$ cat config.mk
export PLATFORM = sky130hd
export DESIGN_NAME = bitmap_slab_page_allocator_core
export DESIGN_NICKNAME = d
export VERILOG_FILES = /design/src/sv/bspa_pkg.sv /design/src/sv/bspa_ram.sv /design/src/sv/bspa_div.sv /design/src/sv/bitmap_slab_page_allocator_core.sv
export SDC_FILE = /design/constraint.sdc
export NUM_CORES = 2
export LEC_CHECK = 0
export BUFFER_PORTS_ARGS = -buffer_cell sky130_fd_sc_hd__clkbuf_2
export CAP_MARGIN = 20
export CELL_PAD_IN_SITES_DETAIL_PLACEMENT = 2
export CELL_PAD_IN_SITES_GLOBAL_PLACEMENT = 2
export CORE_UTILIZATION = 33
export CTS_BUF_LIST = sky130_fd_sc_hd__clkbuf_16
export DETAILED_ROUTE_END_ITERATION = 7
export GPL_ROUTABILITY_DRIVEN = 0
export PLACE_DENSITY = 0.59
export SKIP_CTS_REPAIR_TIMING = 1
export SLEW_MARGIN = 20
export SYNTH_ARGS = -nofsm -noshare
export SYNTH_HDL_FRONTEND = slang
export SYNTH_SLANG_ARGS = --single-unit
$ cat constraint.sdc
create_clock -name clock -period 20.3 [get_ports clock]
set_input_delay 4.06 -clock clock [delete_from_list [all_inputs] [get_ports clock]]
set_output_delay 4.06 -clock clock [all_outputs]
set_load 0.03 [all_outputs]
$ cat src/sv/bspa_pkg.sv
// Shared types, codes and size-class helpers of the slab page allocator.
package bspa_pkg;

   // Size-class table geometry.
   localparam int CLASS_COUNT = 29;
   localparam int LAST_CLASS  = 28;

   // Request operations.
   typedef enum logic {
      CMD_ALLOC = 1'b0,
      CMD_FREE  = 1'b1
   } cmd_type;

   // Result status codes.
   typedef enum logic [1:0] {
      ST_OK     = 2'd0,
      ST_FULL   = 2'd1,
      ST_DOUBLE = 2'd2,
      ST_RANGE  = 2'd3
   } status_type;

   // Control sequencer states.
   typedef enum logic [1:0] {
      S_IDLE = 2'd0,
      S_ADDR = 2'd1,
      S_DATA = 2'd2,
      S_MUL  = 2'd3
   } state_type;

   // Reciprocals ceil(2^16 / m) for the block size mantissa m = 4..7.
   localparam logic [14:0] RECIP [4] = '{15'd16384, 15'd13108, 15'd10923, 15'd9363};

   // Every block size is m << s with m in 4..7: m comes from the low class
   // bits and s from the high ones.
   function automatic logic [12:0] class_bytes(logic [4:0] c);
      logic [12:0] m;
      m = 13'(3'd4 + 3'(c[1:0]));
      return m << (4'd3 + 4'(c[4:2]));
   endfunction

   // Register values past the table act as the largest class.
   function automatic logic [4:0] clamp_class(logic [4:0] v);
      return (v > 5'(LAST_CLASS)) ? 5'(LAST_CLASS) : v;
   endfunction

   // Occupancy word after page initialization: bits at or past the block
   // count are marked used.
   function automatic logic [63:0] init_word(logic [11:0] base, logic [11:0] n);
      logic [11:0] d;
      d = n - base;
      if (n <= base) begin
         return '1;
      end else if (d >= 12'd64) begin
         return '0;
      end else begin
         return {64{1'b1}} << d[5:0];
      end
   endfunction

endpackage

$ cat src/sv/bspa_ram.sv
// Generic single-write, single-read RAM with a registered read port.
module bspa_ram #(
   parameter int WIDTH = 64,
   parameter int DEPTH = 32
) (
   input  logic                                  clock,
   input  logic                                  we,
   input  logic [(DEPTH > 1 ? $clog2(DEPTH) : 1)-1:0] waddr,
   input  logic [WIDTH-1:0]                      wdata,
   input  logic [(DEPTH > 1 ? $clog2(DEPTH) : 1)-1:0] raddr,
   output logic [WIDTH-1:0]                      rdata
);

   logic [WIDTH-1:0] mem_ff [DEPTH];
   logic [WIDTH-1:0] rdata_ff;

   // Write port and registered read port.
   always_ff @(posedge clock) begin
      if (we) begin
         mem_ff[waddr] <= wdata;
      end
      rdata_ff <= mem_ff[raddr];
   end

   assign rdata = rdata_ff;

endmodule

$ cat src/sv/bspa_div.sv
// Byte offset to block index conversion by a reciprocal multiply.
module bspa_div (
   input  logic        clock,
   input  logic        load,
   input  logic [4:0]  size_class,
   input  logic [15:0] byte_offset,
   output logic [10:0] block_index
);
   import bspa_pkg::*;

   logic [3:0]  shift;
   logic [12:0] scaled;
   logic [27:0] product;
   logic [10:0] quot_ff;

   // Strip the power-of-two part of the block size, then divide by the
   // mantissa through its reciprocal. The reciprocal error stays below one
   // step for every 13-bit dividend, so no correction is needed.
   always_comb begin
      shift   = 4'd3 + 4'(size_class[4:2]);
      scaled  = 13'(byte_offset >> shift);
      product = 28'(scaled) * 28'(RECIP[size_class[1:0]]);
   end

   // Quotient register, loaded when a request is taken.
   always_ff @(posedge clock) begin
      if (load) begin
         quot_ff <= product[26:16];
      end
   end

   assign block_index = quot_ff;

endmodule

$ cat src/sv/bitmap_slab_page_allocator_core.sv
// Top level of the bitmap slab page allocator: sequencer, summary flags and map RAM.
//
// Usage:
//  - Request channel: a request is taken at a rising edge where start is high
//    and busy is low. req_cmd selects allocate or free; req_block_offset is the
//    byte offset freed.
//  - Response channel: rsp_strobe is high for one cycle with rsp_status,
//    rsp_alloc_offset, rsp_used_blocks and rsp_total_blocks. The receiver
//    cannot stall; each request yields exactly one response.
//  - Sequence: an allocate runs through S_ADDR, S_DATA and S_MUL (word select
//    from the full-word summary flags, map RAM read, first-free search and
//    write-back, offset multiply), then responds. A free runs through S_ADDR
//    and S_DATA (reciprocal divide, map RAM read, bit check and write-back). A
//    full page or out-of-range offset responds straight from S_ADDR.
//  - Throughput: one request at a time; busy is low in the response cycle, so
//    the next request may be taken then. The map RAM read-modify-write sets it.
//  - Configuration: csr_we with csr_wdata writes the size class and resets the
//    page at once; write it only while idle.
//  - Reset: size class 0, page empty, no response pending. Per-word valid flags
//    make unwritten map words read as their initial value, so no clearing pass.
module bitmap_slab_page_allocator_core #(
   parameter int PAGE_BYTES = 65536,
   parameter int MAP_WORDS  = 32
) (
   input  logic                 clock,
   input  logic                 reset,
   input  logic                 start,
   output logic                 busy,
   input  logic                 req_cmd,
   input  logic [15:0]          req_block_offset,
   output logic                 rsp_strobe,
   output logic [1:0]           rsp_status,
   output logic [15:0]          rsp_alloc_offset,
   output logic [11:0]          rsp_used_blocks,
   output logic [11:0]          rsp_total_blocks,
   input  logic                 csr_we,
   input  logic [4:0]           csr_wdata
);
   import bspa_pkg::*;

   localparam int WW         = (MAP_WORDS > 1) ? $clog2(MAP_WORDS) : 1;
   localparam int MAX_BLOCKS = MAP_WORDS * 64;

   // Block count per class, worked out at elaboration.
   logic [11:0] tot_tbl [CLASS_COUNT];
   for (genvar c = 0; c < CLASS_COUNT; c++) begin : g_total
      localparam int RAW     = PAGE_BYTES / int'(class_bytes(5'(c)));
      localparam int CLAMPED = (RAW > MAX_BLOCKS) ? MAX_BLOCKS : RAW;
      assign tot_tbl[c] = 12'(CLAMPED);
   end

   state_type          state_ff, state_in;
   cmd_type            cmd_ff, cmd_in;
   logic [4:0]         class_ff;
   logic [11:0]        total_ff;
   logic [11:0]        used_ff, used_in;
   logic [MAP_WORDS-1:0] valid_ff, full_ff, full_init;
   logic [WW-1:0]      word_ff, word_in;
   logic [10:0]        index_ff, index_in;
   logic               rsp_strobe_ff, rsp_strobe_in;
   status_type         rsp_status_ff, rsp_status_in;
   logic [15:0]        rsp_offset_ff, rsp_offset_in;
   logic [11:0]        rsp_used_ff;

   logic [4:0]         cfg_class;
   logic [11:0]        cfg_total;
   logic               accept;
   logic [10:0]        quot;
   logic               any_free;
   logic [WW-1:0]      free_word;
   logic [11:0]        word_base;
   logic [63:0]        cur_word, new_word;
   logic [5:0]         zero_bit;
   logic [12:0]        bsz;
   logic [23:0]        offset_prod;
   logic               ram_we;
   logic [WW-1:0]      ram_raddr;
   logic [63:0]        ram_rdata;

   assign accept = start && (state_ff == S_IDLE);
   assign busy   = (state_ff != S_IDLE);

   // Class and block count loaded by reset or a register write.
   always_comb begin
      cfg_class = reset ? '0 : clamp_class(csr_wdata);
      cfg_total = tot_tbl[cfg_class];
      for (int i = 0; i < MAP_WORDS; i++) begin
         full_init[i] = (12'(i * 64) >= cfg_total);
      end
   end

   // Offset to block index, loaded on each accepted request.
   bspa_div u_div (
      .clock       (clock),
      .load        (accept),
      .size_class  (class_ff),
      .byte_offset (req_block_offset),
      .block_index (quot)
   );

   // Occupancy map storage.
   bspa_ram #(
      .WIDTH (64),
      .DEPTH (MAP_WORDS)
   ) u_map (
      .clock (clock),
      .we    (ram_we),
      .waddr (word_ff),
      .wdata (new_word),
      .raddr (ram_raddr),
      .rdata (ram_rdata)
   );

   // Lowest word that still has a free block, from the summary flags.
   always_comb begin
      free_word = '0;
      for (int i = MAP_WORDS - 1; i >= 0; i--) begin
         if (!full_ff[i]) begin
            free_word = WW'(i);
         end
      end
      any_free = ~&full_ff;
   end

   // Current map word: RAM data once written, the initial pattern before.
   always_comb begin
      word_base = 12'(word_ff) << 6;
      cur_word  = valid_ff[word_ff] ? ram_rdata : init_word(word_base, total_ff);
      zero_bit  = '0;
      for (int j = 63; j >= 0; j--) begin
         if (!cur_word[j]) begin
            zero_bit = 6'(j);
         end
      end
   end

   // Byte offset of the allocated block.
   always_comb begin
      bsz         = class_bytes(class_ff);
      offset_prod = 24'(index_ff) * 24'(bsz);
   end

   // Sequencer: next state, RAM control and response.
   always_comb begin
      state_in      = state_ff;
      cmd_in        = cmd_ff;
      word_in       = word_ff;
      index_in      = index_ff;
      used_in       = used_ff;
      ram_we        = 1'b0;
      ram_raddr     = word_ff;
      new_word      = cur_word;
      rsp_strobe_in = 1'b0;
      rsp_status_in = ST_OK;
      rsp_offset_in = '0;
      unique case (state_ff)
         S_IDLE: begin
            if (start) begin
               cmd_in   = cmd_type'(req_cmd);
               state_in = S_ADDR;
            end
         end
         S_ADDR: begin
            if (cmd_ff == CMD_ALLOC) begin
               if (any_free) begin
                  ram_raddr = free_word;
                  word_in   = free_word;
                  state_in  = S_DATA;
               end else begin
                  rsp_strobe_in = 1'b1;
                  rsp_status_in = ST_FULL;
                  state_in      = S_IDLE;
               end
            end else begin
               if ({1'b0, quot} >= total_ff) begin
                  rsp_strobe_in = 1'b1;
                  rsp_status_in = ST_RANGE;
                  state_in      = S_IDLE;
               end else begin
                  ram_raddr = quot[6 +: WW];
                  word_in   = quot[6 +: WW];
                  state_in  = S_DATA;
               end
            end
         end
         S_DATA: begin
            if (cmd_ff == CMD_ALLOC) begin
               new_word = cur_word | (64'd1 << zero_bit);
               ram_we   = 1'b1;
               used_in  = used_ff + 12'd1;
               index_in = 11'({word_ff, zero_bit});
               state_in = S_MUL;
            end else if (!cur_word[quot[5:0]]) begin
               rsp_strobe_in = 1'b1;
               rsp_status_in = ST_DOUBLE;
               state_in      = S_IDLE;
            end else begin
               new_word      = cur_word & ~(64'd1 << quot[5:0]);
               ram_we        = 1'b1;
               used_in       = used_ff - 12'd1;
               rsp_strobe_in = 1'b1;
               state_in      = S_IDLE;
            end
         end
         S_MUL: begin
            rsp_strobe_in = 1'b1;
            rsp_offset_in = offset_prod[15:0];
            state_in      = S_IDLE;
         end
      endcase
   end

   // Sequencer state register.
   always_ff @(posedge clock) begin
      if (reset) begin
         state_ff <= S_IDLE;
      end else begin
         state_ff <= state_in;
      end
   end

   // Page control state: class, count, summary and valid flags.
   always_ff @(posedge clock) begin
      if (reset || csr_we) begin
         class_ff <= cfg_class;
         total_ff <= cfg_total;
         used_ff  <= '0;
         valid_ff <= '0;
         full_ff  <= full_init;
      end else begin
         used_ff <= used_in;
         if (ram_we) begin
            valid_ff[word_ff] <= 1'b1;
            full_ff[word_ff]  <= &new_word;
         end
      end
   end

   // Response strobe.
   always_ff @(posedge clock) begin
      if (reset) begin
         rsp_strobe_ff <= 1'b0;
      end else begin
         rsp_strobe_ff <= rsp_strobe_in;
      end
   end

   // Working and response payload registers.
   always_ff @(posedge clock) begin
      cmd_ff   <= cmd_in;
      word_ff  <= word_in;
      index_ff <= index_in;
      if (rsp_strobe_in) begin
         rsp_status_ff <= rsp_status_in;
         rsp_offset_ff <= rsp_offset_in;
         rsp_used_ff   <= used_in;
      end
   end

   assign rsp_strobe       = rsp_strobe_ff;
   assign rsp_status       = rsp_status_ff;
   assign rsp_alloc_offset = rsp_offset_ff;
   assign rsp_used_blocks  = rsp_used_ff;
   assign rsp_total_blocks = total_ff;

endmodule

-- Word level (Yosys, flattened, before mapping)
Memories as Yosys holds them, arrays and structs flattened. A register that Yosys moved wholly into a read port is not among the register bits.
Index checks and enable logic that the tools add are counted.
- bits in registers: 154
- bits in writable memories: 2048
- ROM bits: 384
- input port bits: 26
- output and inout bits: 44
- word-level logic and storage cells: 237
- memories: 2
- memory list (name ; words ; bits a word ; read ports ; clocked after Yosys merged registers in ; wr ports ; line ; RTL):
    u_map.mem_ff ; 32 ; 64 ; 1 ; 1 ; 1 ; bspa_ram.sv:14 ; logic [WIDTH-1:0] mem_ff [DEPTH];
    (name not given) ; 32 ; 12 ; 1 ; 0 ; 0 ; bitmap_slab_page_allocator_core.sv:86 ; cfg_total = tot_tbl[cfg_class];
- add/subtract/negate cells: 5
- $mul: 2
- order comparisons: 41
- equal/unequal tests: 4
- shift operators: 5
- mux-type cells: 147
- bitwise operators: 7
- reduce and logical (&&, ||, !) cells: 10
- operators by type and width (cell ; count):
    6-bit 2-to-1 mux ; 64
    64-bit 2-to-1 mux ; 6
    11-bit by 12-bit >= comparator with 1-bit output (first input constant) ; 16
    5-bit 2-to-1 mux ; 38
    1-bit by 6-bit << shifter with 64-bit output (first input constant) ; 2
    10-bit by 12-bit >= comparator with 1-bit output (first input constant) ; 8
    64-bit AND ; 1
    32-bit 2-to-1 mux ; 2
    64-bit NOT ; 1
    64-bit bitwise OR ; 1
    64-bit AND reduction ; 1
    64-bit by 6-bit << shifter with 64-bit output (first input constant) ; 1
    12-bit 2-to-1 mux ; 5
    9-bit by 12-bit >= comparator with 1-bit output (first input constant) ; 4
    32-bit bitwise mux ; 1
    32-bit bitwise OR ; 1
    32-bit AND reduction ; 1
    15-bit binary-select mux with 2-bit select ; 1
    15-bit 2-to-1 mux ; 2
    13-bit by 15-bit multiplier with 27-bit output ; 1
    8-bit by 12-bit >= comparator with 1-bit output (first input constant) ; 2
    2-bit 2-to-1 mux ; 9
    11-bit by 13-bit multiplier with 16-bit output ; 1
    16-bit by 4-bit right shift with 13-bit output ; 1
    other kinds (35) ; 51

-- Longest topological paths before layout
- depth in word-level cells: 77
- gate-level depth with buffers: 33
- mapped depth without buffers: 30

-- Modules after synthesis
A second synthesis with hierarchy kept.
- cells, all modules: 5980
- area, all modules: 102447.0 um^2
- by module, submodules not included (module ; instances ; cells an instance ; area an instance (um^2) ; seq. area each (um^2)):
    bspa_ram ; 1 ; 3097 ; 78964.5 ; 62780.2
    bitmap_slab_page_allocator_core ; 1 ; 2213 ; 17244.0 ; 3773.6
    bspa_div ; 1 ; 670 ; 6238.5 ; 330.3

-- Least setup slack after synthesis
OpenSTA, ideal clock, no wires.
- path kind: input port to flip-flop
- start point: input port req_block_offset[14]
- end point: register u_div.quot_ff[10] (netlist: u_div.block_index[10]) (data pin)
- setup time: 0.259 ns
- data arrival time: 10.043 ns
- data required time: 20.041 ns
- path slack: 9.998 ns
- stages on the path: 25
- path buffers: 0
- cells stage by stage: mux4_2 > nor2b_1 > a31oi_1 > nand2b_1 > fa_1 > fa_1 > inv_1 > fa_1 > inv_1 > fa_1 > inv_1 > fa_1 > ha_1 > a21o_1 > a21oi_1 > nand2_1 > o211a_1 > o21a_1 > o21a_1 > o41ai_1 > o2111ai_1 > a21oi_1 > inv_1 > a21oi_1 > xnor2_1
- longest elaborated chain between the ends: 2
- ends and longest elaborated chain (element ; line ; RTL):
    start: declaration ; bitmap_slab_page_allocator_core.sv:30 ; input logic [15:0] req_block_offset,
    16-bit by 4-bit right shift with 13-bit output ; bspa_div.sv:21 ; scaled = 13'(byte_offset >> shift);
    13-bit by 15-bit multiplier with 27-bit output ; bspa_div.sv:22 ; product = 28'(scaled) * 28'(RECIP[size_class[1:0]]);
    net u_div.product[26] ; bspa_div.sv:13 ; logic [27:0] product;
    end signal: assignment ; bspa_div.sv:28 ; quot_ff <= product[26:16];
    end: declaration ; bspa_div.sv:14 ; logic [10:0] quot_ff;
The timed path passes the listed nets, and every way through them passes these cells.
A chain may end at the register's enable or synchronous reset.

-- Worst setup path in the final report
- start point: input port req_block_offset[11]
- end point: register u_div.quot_ff[10] (netlist: u_div.block_index[10]) (data pin)
The elaborated chain is that of the path after synthesis.

==> impl_metrics.tcl <==
set metrics [dict create \
    clock-sinks 2266 \
    worstHoldPathCells 2 \
    max-vdd-ir-drop_v 0.0000969 \
    status "complete, no violations" \
    finalPower_mw 16.2 \
    worst_hold_path_type "register to register" \
    r2r_cells 17 \
    path_max_fanout 8 \
    cts_tree "done" \
    drtIter0Drc 5749 \
    rsz0062_at_grt "no" \
    syn-num-nets 6328 \
    crit_path_end_kind "register" \
    grtUsageTotal_pct 22.5 \
    die_h_um 553 \
    setup_viol 0 \
    port_buffers 66 \
    p_leak_nw 37.5 \
    synth_top_cell_by_area "edfxtp_1" \
    die_x_um 553 \
    yosys_register_bits 2266 \
    tightest_slew_ns 1.23 \
    start_util_pct 33.2 \
    hpwl_mm 216 \
    overflow 0 \
    cts.path.max_buffers 4 \
    slowest_stage "o21ai_1" \
    min_period_ns 10.75 \
    timing.reg2reg.setup_slack_ns 9.77 \
    synth_top_cell_area_share_pct 64.4 \
    route.detailed.drc 0 \
    ioPinCount 70 \
    coreArea_um2 303000 \
    dpl_cell_area_um2 107000 \
    syn_inst 5952 \
    wl_per_cell_um 33.7 \
    place_inst 9884 \
    synthTopCellsByArea "edfxtp_1 64%, mux4_2 12%, fa_1 4.0%" \
    start_kind "primary input" \
    grt_pass1_vias 63500 \
    cts_buffers 240 \
    dr.pass1.iters 5 \
    final_cell_area_um2 115000 \
    fmax_mhz 93.0 \
    rr_endpoint "u_map.mem_ff[8][25]" \
    instances_no_fill 10300 \
    hold_path.startpoint "valid_ff[21]" \
    synth_seq_area_share_pct 66.7 \
    fin_crit_sh_pct 53.0 \
    cts-root-buf "clkbuf_16" \
    worstReg2RegStart "word_ff[4]" \
    die_area_um2 306000 \
    async_flop_share_pct 0 \
    h-tree-depth 4 \
    vias 59100 \
    drive_above_1_share_pct 20.7 \
    cap_violations 0 \
    fin_tns_setup_ns 0 \
    wirelength_mm 348 \
    ys.flop_type "edfxtp_1" \
    clkSlewWorstSetupHoldPaths_ns 0.06 \
    hold_viol 0 \
    max_slew_margin_pct 15.9 \
    ys_top_cells_by_count "2,150 x edfxtp_1, 519 x mux4_2, 332 x inv_1" \
    postSynthAreaPerCell_um2 16.9 \
    ant_nets 0 \
    critPathMaxStageDelay_ns 0.59 \
    grt_max_degree 100 \
    clk_latency_ns 0.95 \
    critPathKind "primary input to register" \
    critPathRequiredTime_ns 21.00 \
    via_per_inst 5.71 \
    synth_cell_types 107 \
    hold_end "valid_ff[21]" \
    synth.cell_area_um2 100000 \
    synth_edf_count 2150 \
    p_per_area_nw_per_um2 142 \
    clock_skew_ns 0.0814 \
    drv_slew 0 \
    grt_pass1_wl_mm 492 \
    area_delta_synth_final_pct 14.2 \
    synth.most_common_cell "edfxtp_1" \
    grt_antenna_before_repair 9 \
    critPathArrivalTime_ns 11.45 \
    fp-row-count 202 \
    yosys_warnings 0 \
    layout.nets 6531 \
]
cell type report:
cell class	count	area [um^2]
clock buffer	241	6030
tap	3978	4980
multi-input combinational	3024	31600
antenna	9	22.5
fill	29400	188000
inverter	337	1260
sequential	2266	66900
timing repair buffer	286	2140
clock inverter	207	1600
flip-flops by register name (all words and copies together), names as in the netlist:
signal,count
u_map.mem_ff,2048
u_map.rdata,64
full_ff,32
valid_ff,32
rsp_alloc_offset,16
rsp_total_blocks,12
rsp_used_blocks,12
used_ff,12
index_ff,11
u_div.block_index,11
class_ff,5
word_ff,5
rsp_status,2
state_ff,2
cmd_ff,1
rsp_strobe,1
how the worst max path moves through the flow:
stage,to,slack [ns],start,cells past startpoint
floorplan,u_div.block_index[10],10.0,req_block_offset[14],25
global placement,u_div.block_index[10],8.45,req_block_offset[12],26
detailed placement,u_div.block_index[10],8.44,req_block_offset[11],30
CTS,u_div.block_index[10],9.40,req_block_offset[11],30
global route,u_div.block_index[10],9.03,req_block_offset[11],30
finish,u_div.block_index[10],9.55,req_block_offset[11],30
per-stage QoR:
| step | util [%] | worst slack (ns) | hold WS [ns] |
|---|---|---|---|
| after floorplan | - | 10.0 | 0.403 |
| after global placement | 35.2 | 8.45 | 0.448 |
| after detailed placement | 35.3 | 8.44 | 0.464 |
| after CTS | 37.8 | 9.40 | 0.479 |
| after global routing | 37.9 | 9.03 | 0.500 |
| final | 37.9 | 9.55 | 0.477 |
worst max-delay path: cells and delay by family:
kind,cells,cell delay [ns]
compound gates,13,3.69
xor+xnor,1,0.09
fa+ha+maj,6,2.32
buf+inv,5,0.34
simple gates,5,0.93
power by group:
part	switching, mW	internal [mW]	leakage [nW]
Clock	1.90	2.42	3.98
Sequential	0.243	6.13	20.5
Combinational	3.71	1.83	13.0
Total	5.85	10.4	37.5
layout by cell type (no fill, tap or decap), drive strengths merged, types with 148 or more instances in the layout:
| cell type | count |
|---|---|
| inv | 401 |
| clkbuf | 308 |
| nor2 | 278 |
| ha | 148 |
| mux4 | 519 |
| nand2 | 233 |
| o21ai | 194 |
| and2 | 150 |
| buf | 219 |
| edfxtp | 2150 |
| o22ai | 180 |
| fa | 202 |
kinds of logic after synthesis:
family | Yosys count | synth area share, %
fa+ha+maj | 350 | 5.88
flops | 2266 | 66.7
simple gates | 1091 | 5.50
mux | 570 | 12.2
buf+inv | 662 | 2.67
compound gates | 965 | 6.68
xor+xnor | 48 | 0.419
layer usage:
layer	share of wire (%)	up-vias	GRT usage (%)
met5	0	-	0
li1	-	24000	-
met1	43	32500	31.1
met4	3.3	0	7.29
met3	5.5	569	2.98
met2	48	2002	36.6
Note: power is estimated with default switching activity, not from simulation.
